### config.mk
export PLATFORM = sky130hd
export DESIGN_NAME = sle_cell
export DESIGN_NICKNAME = d
export VERILOG_FILES = /design/src/hw/rtl/sequential_list_engine_core_assert.svh /design/src/hw/rtl/sle_pkg.sv /design/src/hw/rtl/sle_cell.sv
export SDC_FILE = /design/constraint.sdc
export NUM_CORES = 1
export LEC_CHECK = 0
export BUFFER_PORTS_ARGS = -buffer_cell sky130_fd_sc_hd__buf_4
export CAP_MARGIN = 15
export CORE_MARGIN = 1.5
export CORE_UTILIZATION = 37
export DETAILED_ROUTE_END_ITERATION = 12
export PLACE_DENSITY = 0.79
export SLEW_MARGIN = 10
export SYNTH_ARGS = -nofsm -noshare
export SYNTH_HDL_FRONTEND = slang
export SYNTH_SLANG_ARGS = --single-unit
### constraint.sdc
create_clock -name clock -period 2.3 [get_ports clock]
set_input_delay 0.115 -clock clock [delete_from_list [all_inputs] [get_ports clock]]
set_output_delay 0.115 -clock clock [all_outputs]
set_load 0.01 [all_outputs]
### src/hw/rtl/sequential_list_engine_core_assert.svh
// ---------------------------------------------------------------------------
// Assertion macros for the list engine
// Shared concurrent assertion forms, clocked and disabled by reset.
// ---------------------------------------------------------------------------
`ifndef SEQUENTIAL_LIST_ENGINE_CORE_ASSERT_SVH
`define SEQUENTIAL_LIST_ENGINE_CORE_ASSERT_SVH

// Same-cycle implication
`define SLE_ASSERT_NOW(name, clk, rst, ante, cons, msg) \
   name: assert property (@(posedge clk) disable iff (rst) (ante) |-> (cons)) \
      else $error(msg);

// Next-cycle implication
`define SLE_ASSERT_NEXT(name, clk, rst, ante, cons, msg) \
   name: assert property (@(posedge clk) disable iff (rst) (ante) |=> (cons)) \
      else $error(msg);

`endif

### src/hw/rtl/sle_pkg.sv
// ---------------------------------------------------------------------------
// sle_pkg
// Types, codes and constants shared by the list engine modules.
// ---------------------------------------------------------------------------
package sle_pkg;

   localparam int SLE_DEPTH      = 64;
   localparam int SLE_DATA_WIDTH = 32;
   localparam int SCAN_LANES     = 8;

   localparam int REQ_TYPE_W    = 3;
   localparam int POSITION_W    = 7;
   localparam int VALUE_W       = 32;
   localparam int STATUS_W      = 2;
   localparam int FOUND_INDEX_W = 6;
   localparam int COUNT_W       = 7;

   typedef enum logic [REQ_TYPE_W-1:0] {
      OP_PUSH_BACK  = 3'd0,
      OP_PUSH_FRONT = 3'd1,
      OP_POP_BACK   = 3'd2,
      OP_POP_FRONT  = 3'd3,
      OP_INSERT     = 3'd4,
      OP_ERASE      = 3'd5,
      OP_FIND       = 3'd6
   } op_type;

   typedef enum logic [STATUS_W-1:0] {
      ST_OK     = 2'd0,
      ST_FULL   = 2'd1,
      ST_EMPTY  = 2'd2,
      ST_BADPOS = 2'd3
   } status_type;

   typedef enum logic {
      S_IDLE = 1'b0,
      S_SCAN = 1'b1
   } state_type;

   typedef struct packed {
      logic [REQ_TYPE_W-1:0]    req_type;
      logic [POSITION_W-1:0]    position;
      logic signed [VALUE_W-1:0] value;
   } sle_req_type;

   typedef struct packed {
      logic [STATUS_W-1:0]      status;
      logic                     found;
      logic [FOUND_INDEX_W-1:0] found_index;
      logic [COUNT_W-1:0]       count;
   } sle_rsp_type;

   // Per-cycle command broadcast to every cell
   typedef struct packed {
      logic insert;
      logic erase;
      logic find;
   } cell_op_type;

   // Scan unit status towards the control
   typedef struct packed {
      logic done;
      logic hit;
   } scan_stat_type;

endpackage

### src/hw/rtl/sle_cell.sv
// ---------------------------------------------------------------------------
// sle_cell
// One list slot: holds an entry, shifts with its neighbours, flags a match.
// ---------------------------------------------------------------------------
module sle_cell import sle_pkg::*; #(
   parameter int INDEX      = 0,
   parameter int DATA_WIDTH = SLE_DATA_WIDTH,
   parameter int PW         = POSITION_W
) (
   input  logic                  clock,
   input  cell_op_type           op,
   input  logic [PW-1:0]         pos,
   input  logic [PW-1:0]         count,
   input  logic [DATA_WIDTH-1:0] word,
   input  logic [DATA_WIDTH-1:0] left_data,
   input  logic [DATA_WIDTH-1:0] right_data,
   output logic [DATA_WIDTH-1:0] data,
   output logic                  match
);

   localparam logic [PW-1:0] IDX = PW'(INDEX);

   logic [DATA_WIDTH-1:0] data_ff, data_in;
   logic                  match_ff, match_in;

   always_comb begin
      data_in  = data_ff;
      match_in = match_ff;
      if (op.insert) begin
         if (IDX == pos) begin
            data_in = word;
         end else if (IDX > pos) begin
            data_in = left_data;
         end
      end else if (op.erase && (IDX >= pos)) begin
         data_in = right_data;
      end
      if (op.find) begin
         match_in = (data_ff == word) && (IDX < count);
      end
   end

   always_ff @(posedge clock) begin
      data_ff  <= data_in;
      match_ff <= match_in;
   end

   assign data  = data_ff;
   assign match = match_ff;

endmodule

# After elaboration in Yosys (flattened, before gate mapping)
# Index checks and enable logic that the tools add are counted.
[classes]
reduce_logical = 5
n_mul = 0
n_eq_ne = 2
mux = 4
div_mod_pow = 0
addsub = 0
n_shift = 0
order_cmp = 3
bitwise_logic = 0
[ops]
columns = ["operator", "n"]
rows = [
  ["$mux 32", 4],
  ["$eq 32x32->1", 1],
  ["$ge 1x7->1 const A", 1],
  ["$gt 1x7->1 const A", 1],
  ["$logic_not 7->1", 1],
  ["$lt 1x7->1 const A", 1],
  ["$ne 3x1->1 const B", 1],
  ["$logic_and 1x1->1", 2],
  ["$reduce_and 2->1", 1],
  ["$reduce_bool 2->1", 1],
]
[totals]
latch_bits = 0
input_bits = 114
ff_bits = 33
n_memories = 0
ram_bits = 0
wordCells = 16
mem_bits_ro = 0
output_inout_bits = 33

# Logic depth before layout (Yosys ltp)
[depth]
ltp_word = 4
ltp_mapped = 5
mapped_depth_nobuf = 4

# Least setup slack after synthesis
# OpenSTA, ideal clock, no wires.
[synth_timing]
path_type = "in2reg"
start = "input pos[4]"
end = "register data_ff[0] (netlist: data[0]) (enable)"
cell_stages = 4
arrival_time_ns = 2.111
n_path_buf = 1
setup_ns = 0.421
required_time_ns = 1.879
path_slack_ns = -0.232
cell_sequence = "nor4_2 > nand2_2 > buf_6 > nor2_1"
[synth_via]
elab_chain_cells = 4
elab_cells_between_ends = 7
classes_between = "order compare: 2; eq/ne: 1; reduce/logical: 4"
[synth_lines]
columns = ["item", "line_no", "source"]
rows = [
  ["start, declared", "sle_cell.sv:12", "input logic [PW-1:0] pos,"],
  ["$ge 1x7->1", "sle_cell.sv:35", "end else if (op.erase && (IDX >= pos)) begin"],
  ["$logic_and 1x1->1", "sle_cell.sv:35", ""],
  ["$reduce_bool 2->1 (no source line)", "-", ""],
  ["$reduce_and 2->1 (no source line) (*)", "-", ""],
  ["end signal, assigned", "sle_cell.sv:44", "data_ff <= data_in;"],
  ["end, declared", "sle_cell.sv:23", "logic [DATA_WIDTH-1:0] data_ff, data_in;"],
]
# Every way passes the cells marked *; elsewhere a longest branch is shown, timed or not.
# A chain may end at the register's enable or synchronous reset.

# Worst setup path in the final report
[layout_timing]
start = "register data_ff[26] (netlist: data[26])"
end = "register match_ff (netlist: match) (data pin)"
[layout_via]
elab_chain_cells = 2
[layout_lines]
columns = ["item", "line_no", "source"]
rows = [
  ["$eq 32x32->1", "sle_cell.sv:39", "match_in = (data_ff == word) && (IDX < count);"],
  ["$logic_and 1x1->1", "sle_cell.sv:39", ""],
  ["end signal, assigned", "sle_cell.sv:45", "match_ff <= match_in;"],
  ["end, declared", "sle_cell.sv:24", "logic match_ff, match_in;"],
]
# No other way between the ends.

==> flow_summary.yaml <==
floorplan:
  placementRows: 26
  floorplan.core_area_mm2: 0.00524
  initial_utilization_pct: 39.2
  design.portCount: 147
  chipWidth_um: 77.4
  dieHeight_um: 77.4
  die-area_mm2: 0.00600
critical_path:
  timing.setup.critical_path_class: "reg -> reg"
  r2r.worst_path.cells: 4
  critical_path.startpoint_type: "flip-flop"
  cp_max_fo: 2
  worst_setup_path_end_kind: "flip-flop"
  worstReg2RegStart: "data[26]$_DFFE_PP_"
  worst_ep_required_time_ns: 2.39
  critical_path.reg2reg.endpoint: "match$_DFFE_PP_"
  cp_arrival_ns: 1.83
  flop_to_flop_setup_slack_ns: 0.56
placement:
  dpl.cell_count: 399
  place_hpwl_mm: 5.03
  placement.io_buffers: 146
  place_ws_ns: 0.541
  place.gp.congestion: 0.782
drt:
  routedWlPerCell_um: 15.2
  drt_first_iter_violations: 56
  drtAntennaViolNets: 0
  drt_wl_total_mm: 6.17
  via_per_instance_ratio: 4.88
  route.vias.total: 1980
  drt_pass1_iterations: 4
  count_of_unresolved_drc_violations_after_routing: 0
finish:
  flow.area_growth_from_synthesis_pct: 61.0
  final_util_pct: 63.0
  antennaDiodeCount: 0
  multi_input_comb_area_mm2: 0.00101
  layout.cells.non_filler: 406
  mostFrequentLayoutCells: "149 x buf_4, 33 x nor2_1, 33 x edfxtp_1, 32 x mux2i_1, 32 x a21oi_1"
  ff_latch_area_um2: 991
  filler_cell_count: 462
  drive_above_1_share_pct: 47.3
  num-nets-final: 450
  final_common_cell: "buf_4"
clocking:
  tritoncts.num_buffers: 5
  cts_max_path_buffers: 2
  tritoncts: "yes"
  cts.hold.buffers_added: 0
  clock_latency_at_the_later_pin_of_the_worst_skew_pair_ns: 0.28
  clock-sinks: 33
  clk_pin_slew_ns: 0.07
  post-cts-setup-buffers: 0
  post_cts_resized: 0
  clockRootBuffer: "clkbuf_8"
  cts_htree_levels: 2
synthesis:
  ys_seq_area_share_pct: 48.3
  yosys.area.top_type_share_pct: 48.3
  synthesis.area_per_instance_um2: 10.9
  yosys_warnings: 0
  synthAdderAreaFrac_pct: 0
  synthCells: 189
  postSynthRegisterBits: 33
  synth_simple_gate_area_share_pct: 10.9
  synth_edf_count: 33
  synth.mux.area_fraction_pct: 15.6
  post_synthesis_compound_gate_area_fraction_pct: 8.54
  dominant_combinational_cell_family_by_area_after_synthesis: "multiplexers"
  synth_area_mm2: 0.00205
  netlist_top_cells_area: "edfxtp_1 48%, mux2i_1 16%, xor2_1 12%"
  ys.flop_type: "edfxtp_1"
  post_synthesis_net_count: 303
  asyncSetResetFlopFracSynth_pct: 0
  post_synth_xor_area_fraction_pct: 13.7
  synthDistinctLibCells: 16
  synth_top_area_cell: "edfxtp_1"
flow_run:
  max_cap_viols: 0
global_route:
  first_global_vias: 2057
  grt_overflow: 0
  gr-usage-met2_pct: 36.4
  antenna_found_initial: 0
  globalRoute.busiestLayer: "met2"
  globalRouteMet1Util_pct: 24.5
  maximum_number_of_pins_on_one_net_before_global_route_repair: 41
  met3_track_utilization_from_global_routing_pct: 4.94
  grt_use_total_pct: 20.4
  grt_pass1_wl_mm: 9.57
sta:
  timing.final.crit_share_pct: 75.8
  rsz0062_at_grt: "no"
  final.setup_skew_ns: 0.00882
  worst_slack_on_hold_paths_ns: 0.0313
  finalSetupViolCount: 0
  min_period_ns: 1.74
  timing.final.ws_setup_ns: 0.557
  timing.setup.tns_ns: 0
  worst-slew-pin-transition_ns: 0.518
  worst_slew_margin_rel_pct: 65.1
  max_clock_freq_ghz: 0.574
  hold_viol: 0
  final_number_of_max_transition_violations: 0
power:
  p_leak_nw: 1.65
  maximum_ir_drop_on_the_vdd_rail_v: 0.000288
  areal_power_density_over_the_cells_mw_per_mm2: 411
min_path:
  hold_path_startpoint: "op[0]"
  hold_depth: 1
  holdPathEnd: "match$_DFFE_PP_"
  hp-class: "in -> reg"
run_status:
  outcome: "finished clean"
area by class of cell:
type | count | share of cell area, %
Multi-Input combinational cell | 146 | 30.5
Clock inverter | 1 | 0.114
Tap cell | 70 | 2.65
Timing Repair Buffer | 150 | 34.5
Sequential cell | 33 | 30.0
Clock buffer | 6 | 2.20
per-stage QoR:
| step | total power [mW] | cell area [µm²] |
|---|---|---|
| 2_1_floorplan | 0.780 | 2050 |
| 3_3_place_gp | 0.960 | 3220 |
| 3_5_place_dp | 0.968 | 3220 |
| 4_1_cts | 1.37 | 3300 |
| 5_1_grt | 1.42 | 3300 |
| 6_report | 1.36 | 3300 |
critical path, cell delays in order, from the launching register on:
cell and delay, ns:
edfxtp_1 0.40, xor2_1 0.16, nor4_1 0.47, nand3_1 0.19, a2111oi_2 0.35
flip-flops by register name, summed over array words and instances, names as in the netlist:
signal and cells:
data 32, match 1
worst max-delay path by stage:
| stage | start | depth (start not counted) | end | slack, ns |
|---|---|---|---|---|
| after floorplan | pos[4] | 4 | data[0]$_DFFE_PP_ | 0.30 |
| after global placement | data[26]$_DFFE_PP_ | 4 | match$_DFFE_PP_ | 0.60 |
| after detailed placement | data[26]$_DFFE_PP_ | 4 | match$_DFFE_PP_ | 0.54 |
| after CTS | data[26]$_DFFE_PP_ | 4 | match$_DFFE_PP_ | 0.54 |
| after global routing | data[3]$_DFFE_PP_ | 4 | match$_DFFE_PP_ | 0.45 |
| final | data[26]$_DFFE_PP_ | 4 | match$_DFFE_PP_ | 0.56 |
metal layers:
metal / up-vias / share of wire [%]
li1: 981 / -
met1: 918 / 42
met2: 79 / 51
met3: 2 / 6.3
met4: 0 / 0.28
met5: - / 0
cells in the mapped netlist, types with 2 or more instances:
| cell type | number |
|---|---|
| xor2_1 | 28 |
| mux2i_1 | 32 |
| clkbuf_1 | 5 |
| xnor2_1 | 4 |
| edfxtp_1 | 33 |
| nor2_1 | 34 |
| nor4_1 | 8 |
| a21oi_1 | 32 |
| buf_6 | 3 |
| buf_1 | 2 |
| nor3_1 | 2 |
| nand4_1 | 2 |
cell families after synthesis:
kind of cell / count (synthesis)
XOR/XNOR: 32
multiplexers: 32
flip-flops: 33
buffers and inverters: 10
AO/OA/AOI/OAI: 33
AND/OR/NAND/NOR: 49
power breakdown:
part	internal, mW	switching, mW
logic	0.175	0.106
clock network	0.204	0.200
registers	0.670	0.00227
No activity file was read; power rests on OpenSTA's default activity.
