### config.mk
export PLATFORM = sky130hd
export DESIGN_NAME = sle_scan
export DESIGN_NICKNAME = d
export VERILOG_FILES = /design/src/hw/rtl/sequential_list_engine_core_assert.svh /design/src/hw/rtl/sle_pkg.sv /design/src/hw/rtl/sle_scan.sv
export SDC_FILE = /design/constraint.sdc
export NUM_CORES = 1
export LEC_CHECK = 0
export BUFFER_PORTS_ARGS = -buffer_cell sky130_fd_sc_hd__clkbuf_2
export CAP_MARGIN = 20
export CORE_UTILIZATION = 42
export CTS_BUF_LIST = sky130_fd_sc_hd__clkbuf_2
export DETAILED_ROUTE_END_ITERATION = 8
export PLACE_DENSITY_LB_ADDON = 0.05
export SETUP_SLACK_MARGIN = 0.15
export SLEW_MARGIN = 40
export SYNTH_ARGS = -nofsm -noshare
export SYNTH_HDL_FRONTEND = slang
export SYNTH_SLANG_ARGS = --single-unit
### constraint.sdc
create_clock -name clock -period 2.93 [get_ports clock]
set_input_delay 0.586 -clock clock [delete_from_list [all_inputs] [get_ports clock]]
set_output_delay 0.586 -clock clock [all_outputs]
set_load 0.01 [all_outputs]
### src/hw/rtl/sequential_list_engine_core_assert.svh
// ---------------------------------------------------------------------------
// Assertion macros for the list engine
// Shared concurrent assertion forms, clocked and disabled by reset.
// ---------------------------------------------------------------------------
`ifndef SEQUENTIAL_LIST_ENGINE_CORE_ASSERT_SVH
`define SEQUENTIAL_LIST_ENGINE_CORE_ASSERT_SVH

// Same-cycle implication
`define SLE_ASSERT_NOW(name, clk, rst, ante, cons, msg) \
   name: assert property (@(posedge clk) disable iff (rst) (ante) |-> (cons)) \
      else $error(msg);

// Next-cycle implication
`define SLE_ASSERT_NEXT(name, clk, rst, ante, cons, msg) \
   name: assert property (@(posedge clk) disable iff (rst) (ante) |=> (cons)) \
      else $error(msg);

`endif

### src/hw/rtl/sle_pkg.sv
// ---------------------------------------------------------------------------
// sle_pkg
// Types, codes and constants shared by the list engine modules.
// ---------------------------------------------------------------------------
package sle_pkg;

   localparam int SLE_DEPTH      = 64;
   localparam int SLE_DATA_WIDTH = 32;
   localparam int SCAN_LANES     = 8;

   localparam int REQ_TYPE_W    = 3;
   localparam int POSITION_W    = 7;
   localparam int VALUE_W       = 32;
   localparam int STATUS_W      = 2;
   localparam int FOUND_INDEX_W = 6;
   localparam int COUNT_W       = 7;

   typedef enum logic [REQ_TYPE_W-1:0] {
      OP_PUSH_BACK  = 3'd0,
      OP_PUSH_FRONT = 3'd1,
      OP_POP_BACK   = 3'd2,
      OP_POP_FRONT  = 3'd3,
      OP_INSERT     = 3'd4,
      OP_ERASE      = 3'd5,
      OP_FIND       = 3'd6
   } op_type;

   typedef enum logic [STATUS_W-1:0] {
      ST_OK     = 2'd0,
      ST_FULL   = 2'd1,
      ST_EMPTY  = 2'd2,
      ST_BADPOS = 2'd3
   } status_type;

   typedef enum logic {
      S_IDLE = 1'b0,
      S_SCAN = 1'b1
   } state_type;

   typedef struct packed {
      logic [REQ_TYPE_W-1:0]    req_type;
      logic [POSITION_W-1:0]    position;
      logic signed [VALUE_W-1:0] value;
   } sle_req_type;

   typedef struct packed {
      logic [STATUS_W-1:0]      status;
      logic                     found;
      logic [FOUND_INDEX_W-1:0] found_index;
      logic [COUNT_W-1:0]       count;
   } sle_rsp_type;

   // Per-cycle command broadcast to every cell
   typedef struct packed {
      logic insert;
      logic erase;
      logic find;
   } cell_op_type;

   // Scan unit status towards the control
   typedef struct packed {
      logic done;
      logic hit;
   } scan_stat_type;

endpackage

### src/hw/rtl/sle_scan.sv
// ---------------------------------------------------------------------------
// sle_scan
// First-match search over the cell match flags, one lane group per cycle.
// ---------------------------------------------------------------------------
module sle_scan import sle_pkg::*; #(
   parameter int DEPTH = SLE_DEPTH
) (
   input  logic                       clock,
   input  logic                       reset,
   input  logic                       start,
   input  logic                       hold,
   input  logic [DEPTH-1:0]           match,
   output scan_stat_type              stat,
   output logic [$clog2(DEPTH)-1:0]   index
);

   localparam int IW     = $clog2(DEPTH);
   localparam int LW     = $clog2(SCAN_LANES);
   localparam int GROUPS = (DEPTH + SCAN_LANES - 1) / SCAN_LANES;
   localparam int GW     = (GROUPS > 1) ? $clog2(GROUPS) : 1;
   localparam int PADW   = GROUPS * SCAN_LANES;

   logic                  active_ff, active_in;
   logic [GW-1:0]         group_ff, group_in;
   logic [PADW-1:0]       padded;
   logic [SCAN_LANES-1:0] slice;
   logic                  lane_hit;
   logic [LW-1:0]         lane;
   logic                  last;
   logic                  done;

   assign padded = PADW'(match);
   assign slice  = padded[group_ff*SCAN_LANES +: SCAN_LANES];
   assign last   = (group_ff == GW'(GROUPS - 1));

   // Lowest set lane wins
   always_comb begin
      lane_hit = 1'b0;
      lane     = '0;
      for (int k = SCAN_LANES - 1; k >= 0; k--) begin
         if (slice[k]) begin
            lane_hit = 1'b1;
            lane     = LW'(k);
         end
      end
   end

   assign done = active_ff && (lane_hit || last);

   always_comb begin
      active_in = active_ff;
      group_in  = group_ff;
      if (start) begin
         active_in = 1'b1;
         group_in  = '0;
      end else if (done) begin
         if (!hold) begin
            active_in = 1'b0;
         end
      end else if (active_ff) begin
         group_in = group_ff + GW'(1);
      end
   end

   always_ff @(posedge clock) begin
      if (reset) begin
         active_ff <= 1'b0;
         group_ff  <= '0;
      end else begin
         active_ff <= active_in;
         group_ff  <= group_in;
      end
   end

   assign stat.done = done;
   assign stat.hit  = lane_hit;
   assign index     = lane_hit ? IW'({group_ff, lane}) : '0;

endmodule

After elaboration in Yosys (flattened, before gate mapping):

Index checks and enable logic that the tools add are counted.
Widths: inputs -> output; s select.

* add/sub/neg operators: 1
* equality and inequality tests: 2
* shifts and indexed selects: 1
* mux-type cells: 20
* bitwise logic cells: 1
* reductions and logical operators: 6

Operators with widths (number)
* $shiftx 64x7->8: 1
* $mux 3: 8
* $mux 1: 11
* $mux 6: 1
* $reduce_and 2->1: 2
* $add 3x1->3 const B: 1
* $eq 3x3->1 const B: 1
* $ne 2x2->1 const B: 1
* $reduce_bool 2->1: 1
* $reduce_or 2->1: 1
* $logic_and 1x1->1: 1
* $logic_or 1x1->1: 1
* $not 1->1: 1

* bits in registers: 4
* output and inout port bits: 8
* logic and storage cells: 33

Logic depth before layout (Yosys ltp):

Gate-level depths: netlist of run 1.

* word-level depth: 13
* mapped depth: 9
* depth with buffers taken out: 6

Least setup slack after synthesis of run 1:

OpenSTA, ideal clock, no wires.

* path kind: input -> output
* start: input port match[30]
* end: output port index[0]
* data arrival time: 1.970 ns
* required time: 2.344 ns
* slack: 0.374 ns
* stages on the path: 6
* cell sequence: mux4_2 > mux2i_4 > a22oi_1 > o21ai_1 > a21oi_1 > o32ai_1

* longest elaborated chain between the ends: 9
* elaborated cells between the ends (all ways): 16

Ends and longest elaborated chain
* start, declared: line sle_scan.sv:12 `input logic [DEPTH-1:0] match,`
* $shiftx 64x7->8 *: line sle_scan.sv:33 `assign slice = padded[group_ff*SCAN_LANES +: SCAN_LANES];`
* $mux 3 / $mux 1 (equally long branches) (7 in a row): line sle_scan.sv:41 `if (slice[k]) begin`
* $mux 6 *: line sle_scan.sv:77 `assign index = lane_hit ? IW'({group_ff, lane}) : '0;`
* end, declared: line sle_scan.sv:14 `output logic [$clog2(DEPTH)-1:0] index`

Every way passes the cells marked *; elsewhere a longest branch is shown, timed or not.

Final worst setup path of run 1:

* start: input port match[31]
* end: output port index[0]

* longest elaborated chain between the ends: 10
* elaborated cells between the ends (all ways): 18

Ends and longest elaborated chain (line)
* $shiftx 64x7->8 *: sle_scan.sv:33
* $mux 3 / $mux 1 (equally long branches) (8 in a row): sle_scan.sv:41
* $mux 6 *: sle_scan.sv:77

Marks and branches as above.

==> results of run 1 <==
==> placed cells by master (no fill, tap or decap), types with 2 or more instances in the layout <==
cell	count
buf_4	5
mux2i_1	18
nor3b_1	2
nand3_2	2
dfxtp_1	3
ha_1	2
mux4_2	8
a21oi_1	4
nor2_1	7
a21oi_2	2
a22oi_1	4
clkbuf_2	78
nand2b_1	2
nand2_1	13
nor2b_2	2
nor2b_1	5
mux2_2	2
nand3_1	8
buf_6	3
nor3_1	3
==> cells by family (layout without fill, tap and decap cells) <==
family          after synthesis  count (layout)  share of synthesized area [%]
simple gates                 53              53                           28.6
compound gates               18              18                           12.3
flops                         4               4                           7.79
mux                          30              30                           40.8
buf+inv                      11              87                           8.15
fa+ha+maj                     2               2                           2.43
==> critical path: stages <==
cell and delay (ns):
clkbuf_2 0.08, mux4_2 0.49, mux2_2 0.29, a22oi_2 0.20, o21ai_2 0.09, a21oi_1 0.15, o32ai_1 0.09, clkbuf_2 0.14
==> flip-flops by register name (all words and copies together), names as in the netlist <==
signal and count:
group_ff 3, active_ff 1
==> power breakdown <==
group	switching, mW	internal (mW)
sequential	0.000765	0.0547
combinational	0.0401	0.0601
clock	0.0211	0.0276
total	0.0619	0.142
==> routing by layer <==
layer  up-vias  GRT usage (%)  share of wire (%)
met5         -              0                  0
met3         0           3.27                6.2
met2        45           39.8                 52
met1       531           25.6                 41
met4         0           4.50                  0
li1        604              -                  -
==> layout make-up <==
| class | count | area [um2] |
|---|---|---|
| Clock buffer | 3 | 15.0 |
| Fill cell | 212 | 781 |
| Inverter | 1 | 3.75 |
| Multi-Input combinational cell | 103 | 890 |
| Sequential cell | 4 | 83.8 |
| Tap cell | 28 | 35.0 |
| Timing Repair Buffer | 83 | 447 |
==> worst max path at each step <==
stage | from | end | cells after the start
after detailed placement | match[30] | index[0] | 8
after CTS | match[31] | index[0] | 8
after floorplan | match[30] | index[0] | 6
after global placement | match[30] | index[0] | 8
final | match[31] | index[0] | 8
after global routing | group_ff[1] | stat[1] | 7
==> through the flow <==
step | worst slack [ns] | power (mW) | instance area [um2]
2_1_floorplan | 0.374 | 0.100 | 1030
3_3_place_gp | 0.147 | 0.151 | 1400
3_5_place_dp | 0.121 | 0.153 | 1400
4_1_cts | 0.177 | 0.203 | 1430
5_1_grt | 0.136 | 0.224 | 1470
6_report | 0.226 | 0.204 | 1470
==> what timing repair did <==
| item | CTS | global route |
|---|---|---|
| pin swaps | 2 | 3 |
| buffers inserted | 1 | 2 |
| endpoints found under the setup margin | 6 | 6 |
| resized for setup | 4 | 8 |
==> run metrics, run 1 <==
Core ar.=2250 um2; cells after synthesis=118; vias in the first global route=1147; top cell type's share of synthesized area=17.5%; worst hold margin=approximately 0.60 ns; worst-case clock skew=0.00150 ns; post-synthesis cell type count=38; R2R depth=7; final max-slew violation count=0; maximum fanout along the worst path=2; Critical Path AT=2.12 ns; capturing point of the worst reg2reg path=group_ff[0]; Die Y=51.5 um; syn_area_per_cell=roughly 8.7 um2; DRC Markers=0; Fmax=0.370 GHz; total CTS buffers=3; Post-Synthesis Cell Area=~1000 um2; GR Util All Layers=21.5%; Reg2Reg Setup Slack=between 0.6 and 0.7 ns; I/O pin count=76; Hold WC Path Type=register to register; Die W=51.5 um; hold buffer count at CTS=0; hold path depth=3; HPWL after DPL=roughly 2300 um; Final setup viols=0; Initial Utilization=45.6%; Setup TNS Final=0 ns; global route overflow=0; ys flop type=dfxtp_1; Inst Count DP=216; Yosys top cell by area=mux2i_1; Post-Route Utilization=65.4%; H-tree Lvls=1; routability cong.=0.805; non-filler cells in the finished layout=222; Max IR drop VDD=174 uV; Tcrit/Tclk final=92.3%; Sinks on Clock Net=4; Commonest cells post-synth=mux2i_1 (18), nand2_1 (13), mux4_2 (8), nand3_1 (8), nor2_1 (8); Synth Warn #=0; top cells by area, synth=mux2i_1 (18%), mux4_2 (18%), dfxtp_1 (7.8%), nand2_1 (4.7%), buf_6 (4.4%); Crit. End Element=output pin; Hold Startpoint=active_ff; Port Buf Inserts=75; drt total wl=2700 um; Slew HR=76.9%; share of cells above drive strength 1=a little under three fifths; Final Hold Viols=0; synthesis-stage register bit count=4; antenna violations before repair=0; Clock Tree Buf Depth=2; first-pass iteration count of the detailed router=4; worst slew pin tran=between 0.3 and 0.4 ns; Worst Hold End=active_ff; number of synthesized flops with an enable pin=0; Period minus WS final=2.70 ns; root buffer cell=clkbuf_2; RSZ-0062 raised after global routing=true; required time worst endpoint=2.34 ns; TritonCTS clock tree=done; Worst-Skew Late Latency=0.20 ns; WL/cell=12.1 um; first-pass GRT wire length=4420 um; largest net degree at the start of global routing=23; die area=2650 um2; most common cell in the netlist=mux2i_1; MaxCap Viol Count=0; Critical R2R Launch=group_ff[1]; via density per instance=5.32; area added between synthesis and finish=43.3%; WS Path Type=primary input to output pin; diodes inserted=0; drt initial violations=11; syn_nets=188; Final ANT Viol Nets=0; outcome=finished clean; Startpoint Class=primary input; Cell Rows=17; Leakage=0.639 nW; pwr/cell area=139 nW/um2; Total Nets Final=approximately 270; async set or reset register ratio after synthesis=0%; sequential element share of the synthesized area=7.79%; Worst-path clk slew=0.04 ns; Via Count=1180
Power figures use the tool's default switching activity.
==> run 2, diff against run 1 <==
--- a/config.mk
+++ b/config.mk
@@ -5,9 +5,10 @@
 export SDC_FILE = /design/constraint.sdc
 export NUM_CORES = 1
 export LEC_CHECK = 0
+export ABC_AREA = 1
 export BUFFER_PORTS_ARGS = -buffer_cell sky130_fd_sc_hd__clkbuf_2
 export CAP_MARGIN = 20
-export CORE_UTILIZATION = 42
+export CORE_UTILIZATION = 43
 export CTS_BUF_LIST = sky130_fd_sc_hd__clkbuf_2
 export DETAILED_ROUTE_END_ITERATION = 8
 export PLACE_DENSITY_LB_ADDON = 0.05
==> run 2 against run 1 <==
Routed wire length is 8.8% higher. First-iteration DRC count up 130%. Sequential share of layout area shrank 0.15 points. Register-to-register slack better by 0.46 ns. Non-clock buffer count is 6 lower. Synthesized area up 7.4%. Sequential power grew 2%. Final area decreased by 0.42%. Fmax is 6.4% higher. Worst hold slack worse by 0.066 ns. Setup slack improved by 0.16 ns. Flip-flop and latch count stayed put. Critical path type is now register to output pin. Critical endpoint is now index[4].
==> run metrics, run 2 <==
Final Hold Viols=0; MaxCap Viol Count=0; Via Count=around 1500; total CTS buffers=3; number of synthesized flops with an enable pin=0; drt total wl=2930 um; top cell type's share of synthesized area=34.3%; worst slew pin tran=0.428 ns; Max IR drop VDD=216 uV; commonest cells after routing, fill and taps aside=nand2_1 (101), clkbuf_2 (78), inv_1 (43), nand3_1 (40), nor2_1 (13); TritonCTS clock tree=done; RSZ-0062 raised after global routing=false; Total Nets Final=373; internal power=0.136 mW; Worst-Skew Late Latency=0.22 ns; Setup TNS Final=0 ns; Hold Startpoint=reset; clock network fraction of design power=25.7%; Leakage=1.01 nW; Sinks on Clock Net=4; area added between synthesis and finish=32.8%; async set or reset register ratio after synthesis=0%; H-tree Lvls=1; Flop pwr share=approximately 28%; Commonest cells post-synth=nand2_1 (101), inv_1 (43), nand3_1 (40); commonest non-fill, non-tap cell in the layout=nand2_1; Critical R2R Launch=group_ff[2]; Post-Synthesis Cell Area=1100 um2; Fmax=0.393 GHz; vias in the first global route=1168; syn_area_per_cell=4.72 um2; Synth Warn #=0; die area=2780 um2; routability cong.=0.758; cells after synthesis=234; required time worst endpoint=2.34 ns; DRC Markers=0; WL/cell=8.86 um; Die W=52.7 um; top flop regs=group_ff (3), active_ff (1); Core ar.=2450 um2; GR Util All Layers=21.7%; Sw Ratio=34.1%; Tcrit/Tclk final=86.8%; sequential element share of the synthesized area=~7.2%; max reg flops=3; Period minus WS final=~2.5 ns; root buffer cell=clkbuf_2; global route overflow=0; antenna violations before repair=0; hold buffer count at CTS=0; maximum fanout along the worst path=10; capturing point of the worst reg2reg path=group_ff[0]; largest net degree at the start of global routing=33; via density per instance=between 4 and 5; share of cells above drive strength 1=a little under a third; Initial Utilization=45.0%; final max-slew violation count=0; pwr/cell area=around 140 nW/um2; first-pass iteration count of the detailed router=4; ys flop type=dfxtp_1; Reg2Reg Setup Slack=1.10 ns; most common cell in the netlist=nand2_1; I/O pin count=76; combinational share of power=46.8%; WS Path Type=register to output pin; Crit. End Element=output pin; Clock Tree Buf Depth=2; Slew HR=71.5%; Yosys top cell by area=nand2_1; worst hold margin=0.532 ns; HPWL after DPL=2310 um; worst-case clock skew=0.0100 ns; P_sw=0.0705 mW; top cells by area, synth=nand2_1 (34%), nand3_1 (18%), inv_1 (15%), dfxtp_1 (7.2%), buf_4 (5.4%); synthesis-stage register bit count=4; Die Y=around 53 um; drt initial violations=25; first-pass GRT wire length=4620 um; Hold WC Path Type=primary input to register; syn_nets=approximately 300; Cell Rows=18; outcome=finished clean; R2R depth=9; hold path depth=2; Startpoint Class=register; Critical Path AT=1.96 ns; post-synthesis cell type count=21; Worst-path clk slew=0.06 ns; Worst Hold End=active_ff; diodes inserted=0; Top reg by flops=group_ff; Final setup viols=0; Final ANT Viol Nets=0; Port Buf Inserts=75
==> run 2: changes by cell type after synthesis, moves of 4 or more <==
cell / previous run / this run
nor2b_1: 7 / 0
nor2_1: 8 / 13
inv_1: 1 / 43
mux2i_1: 18 / 0
a22oi_1: 5 / 0
nand2_1: 13 / 101
nand3_1: 8 / 40
buf_4: 3 / 8
mux4_2: 8 / 0
nand2_2: 0 / 4
==> run 2: metrics by stage <==
step	cells	power (mW)	util (%)	worst slack [ns]	area, um2
floorplan	234	0.105	-	0.839	1100
global placement	328	0.155	59.0	0.517	1450
detailed placement	328	0.155	59.0	0.482	1450
CTS	331	0.210	59.6	0.244	1460
global route	331	0.230	59.8	0.159	1470
finish	331	0.207	59.8	0.388	1470
==> run 2: cell type report <==
type,instances,area (um2)
clock buffers,3,15.0
fillers,294,987
inverters,47,183
multi-input cells,170,748
flip-flops and latches,4,81.3
well taps,30,37.5
repair buffers,77,403
==> run 2: kinds of logic (layout without fill, tap and decap cells) <==
| logic type | count (synthesis) | in the layout | share of synthesized area (%) |
|---|---|---|---|
| AOI/OAI and AO/OA | 5 | 5 | 2.60 |
| adders and majority gates | 2 | 2 | 2.26 |
| and+or+nand+nor | 163 | 163 | 62.9 |
| buffers and inverters | 60 | 127 | 25.0 |
| DFF | 4 | 4 | 7.25 |
==> run 2: repair_timing <==
| item | CTS | global route |
|---|---|---|
| setup buffers | 0 | 0 |
| setup endpoints to repair | 0 | 5 |
| gates resized for setup | 0 | 2 |
==> run 2: power groups by stage <==
stage / clock network (mW) / logic (mW) / registers (mW)
6_report: 0.0531 / 0.0968 / 0.0568
3_3_place_gp: 0 / 0.0974 / 0.0578
5_1_grt: 0.0609 / 0.112 / 0.0569
2_1_floorplan: 0 / 0.0471 / 0.0575
3_5_place_dp: 0 / 0.0967 / 0.0578
4_1_cts: 0.0557 / 0.0975 / 0.0567
==> run 2: worst max-delay path by stage <==
| stage | start | to | slack, ns | cells after the start |
|---|---|---|---|---|
| after detailed placement | group_ff[0] | stat[1] | 0.48 | 12 |
| after global routing | group_ff[0] | stat[1] | 0.16 | 11 |
| after floorplan | group_ff[1] | stat[1] | 0.84 | 12 |
| after global placement | group_ff[2] | index[5] | 0.52 | 9 |
| final | group_ff[2] | index[4] | 0.39 | 9 |
| after CTS | group_ff[0] | stat[1] | 0.24 | 12 |
==> run 2: per-layer routing <==
metal  vias up  part of all wire (%)  track usage (%)
li1        828                     -                -
met1       638                    48             27.1
met2        47                    45             39.0
met3         0                   6.6             4.93
met4         0                     0             1.32
met5         -                     0                0
==> run 2: critical path, stage by stage (launching register included) <==
cell        delay (ns)
dfxtp_1           0.57
clkinvlp_4        0.34
nand3_1           0.16
nand2_1           0.08
nand2_1           0.12
nor2_4            0.05
nand2_2           0.09
inv_1             0.08
nor2_1            0.09
clkbuf_2          0.14
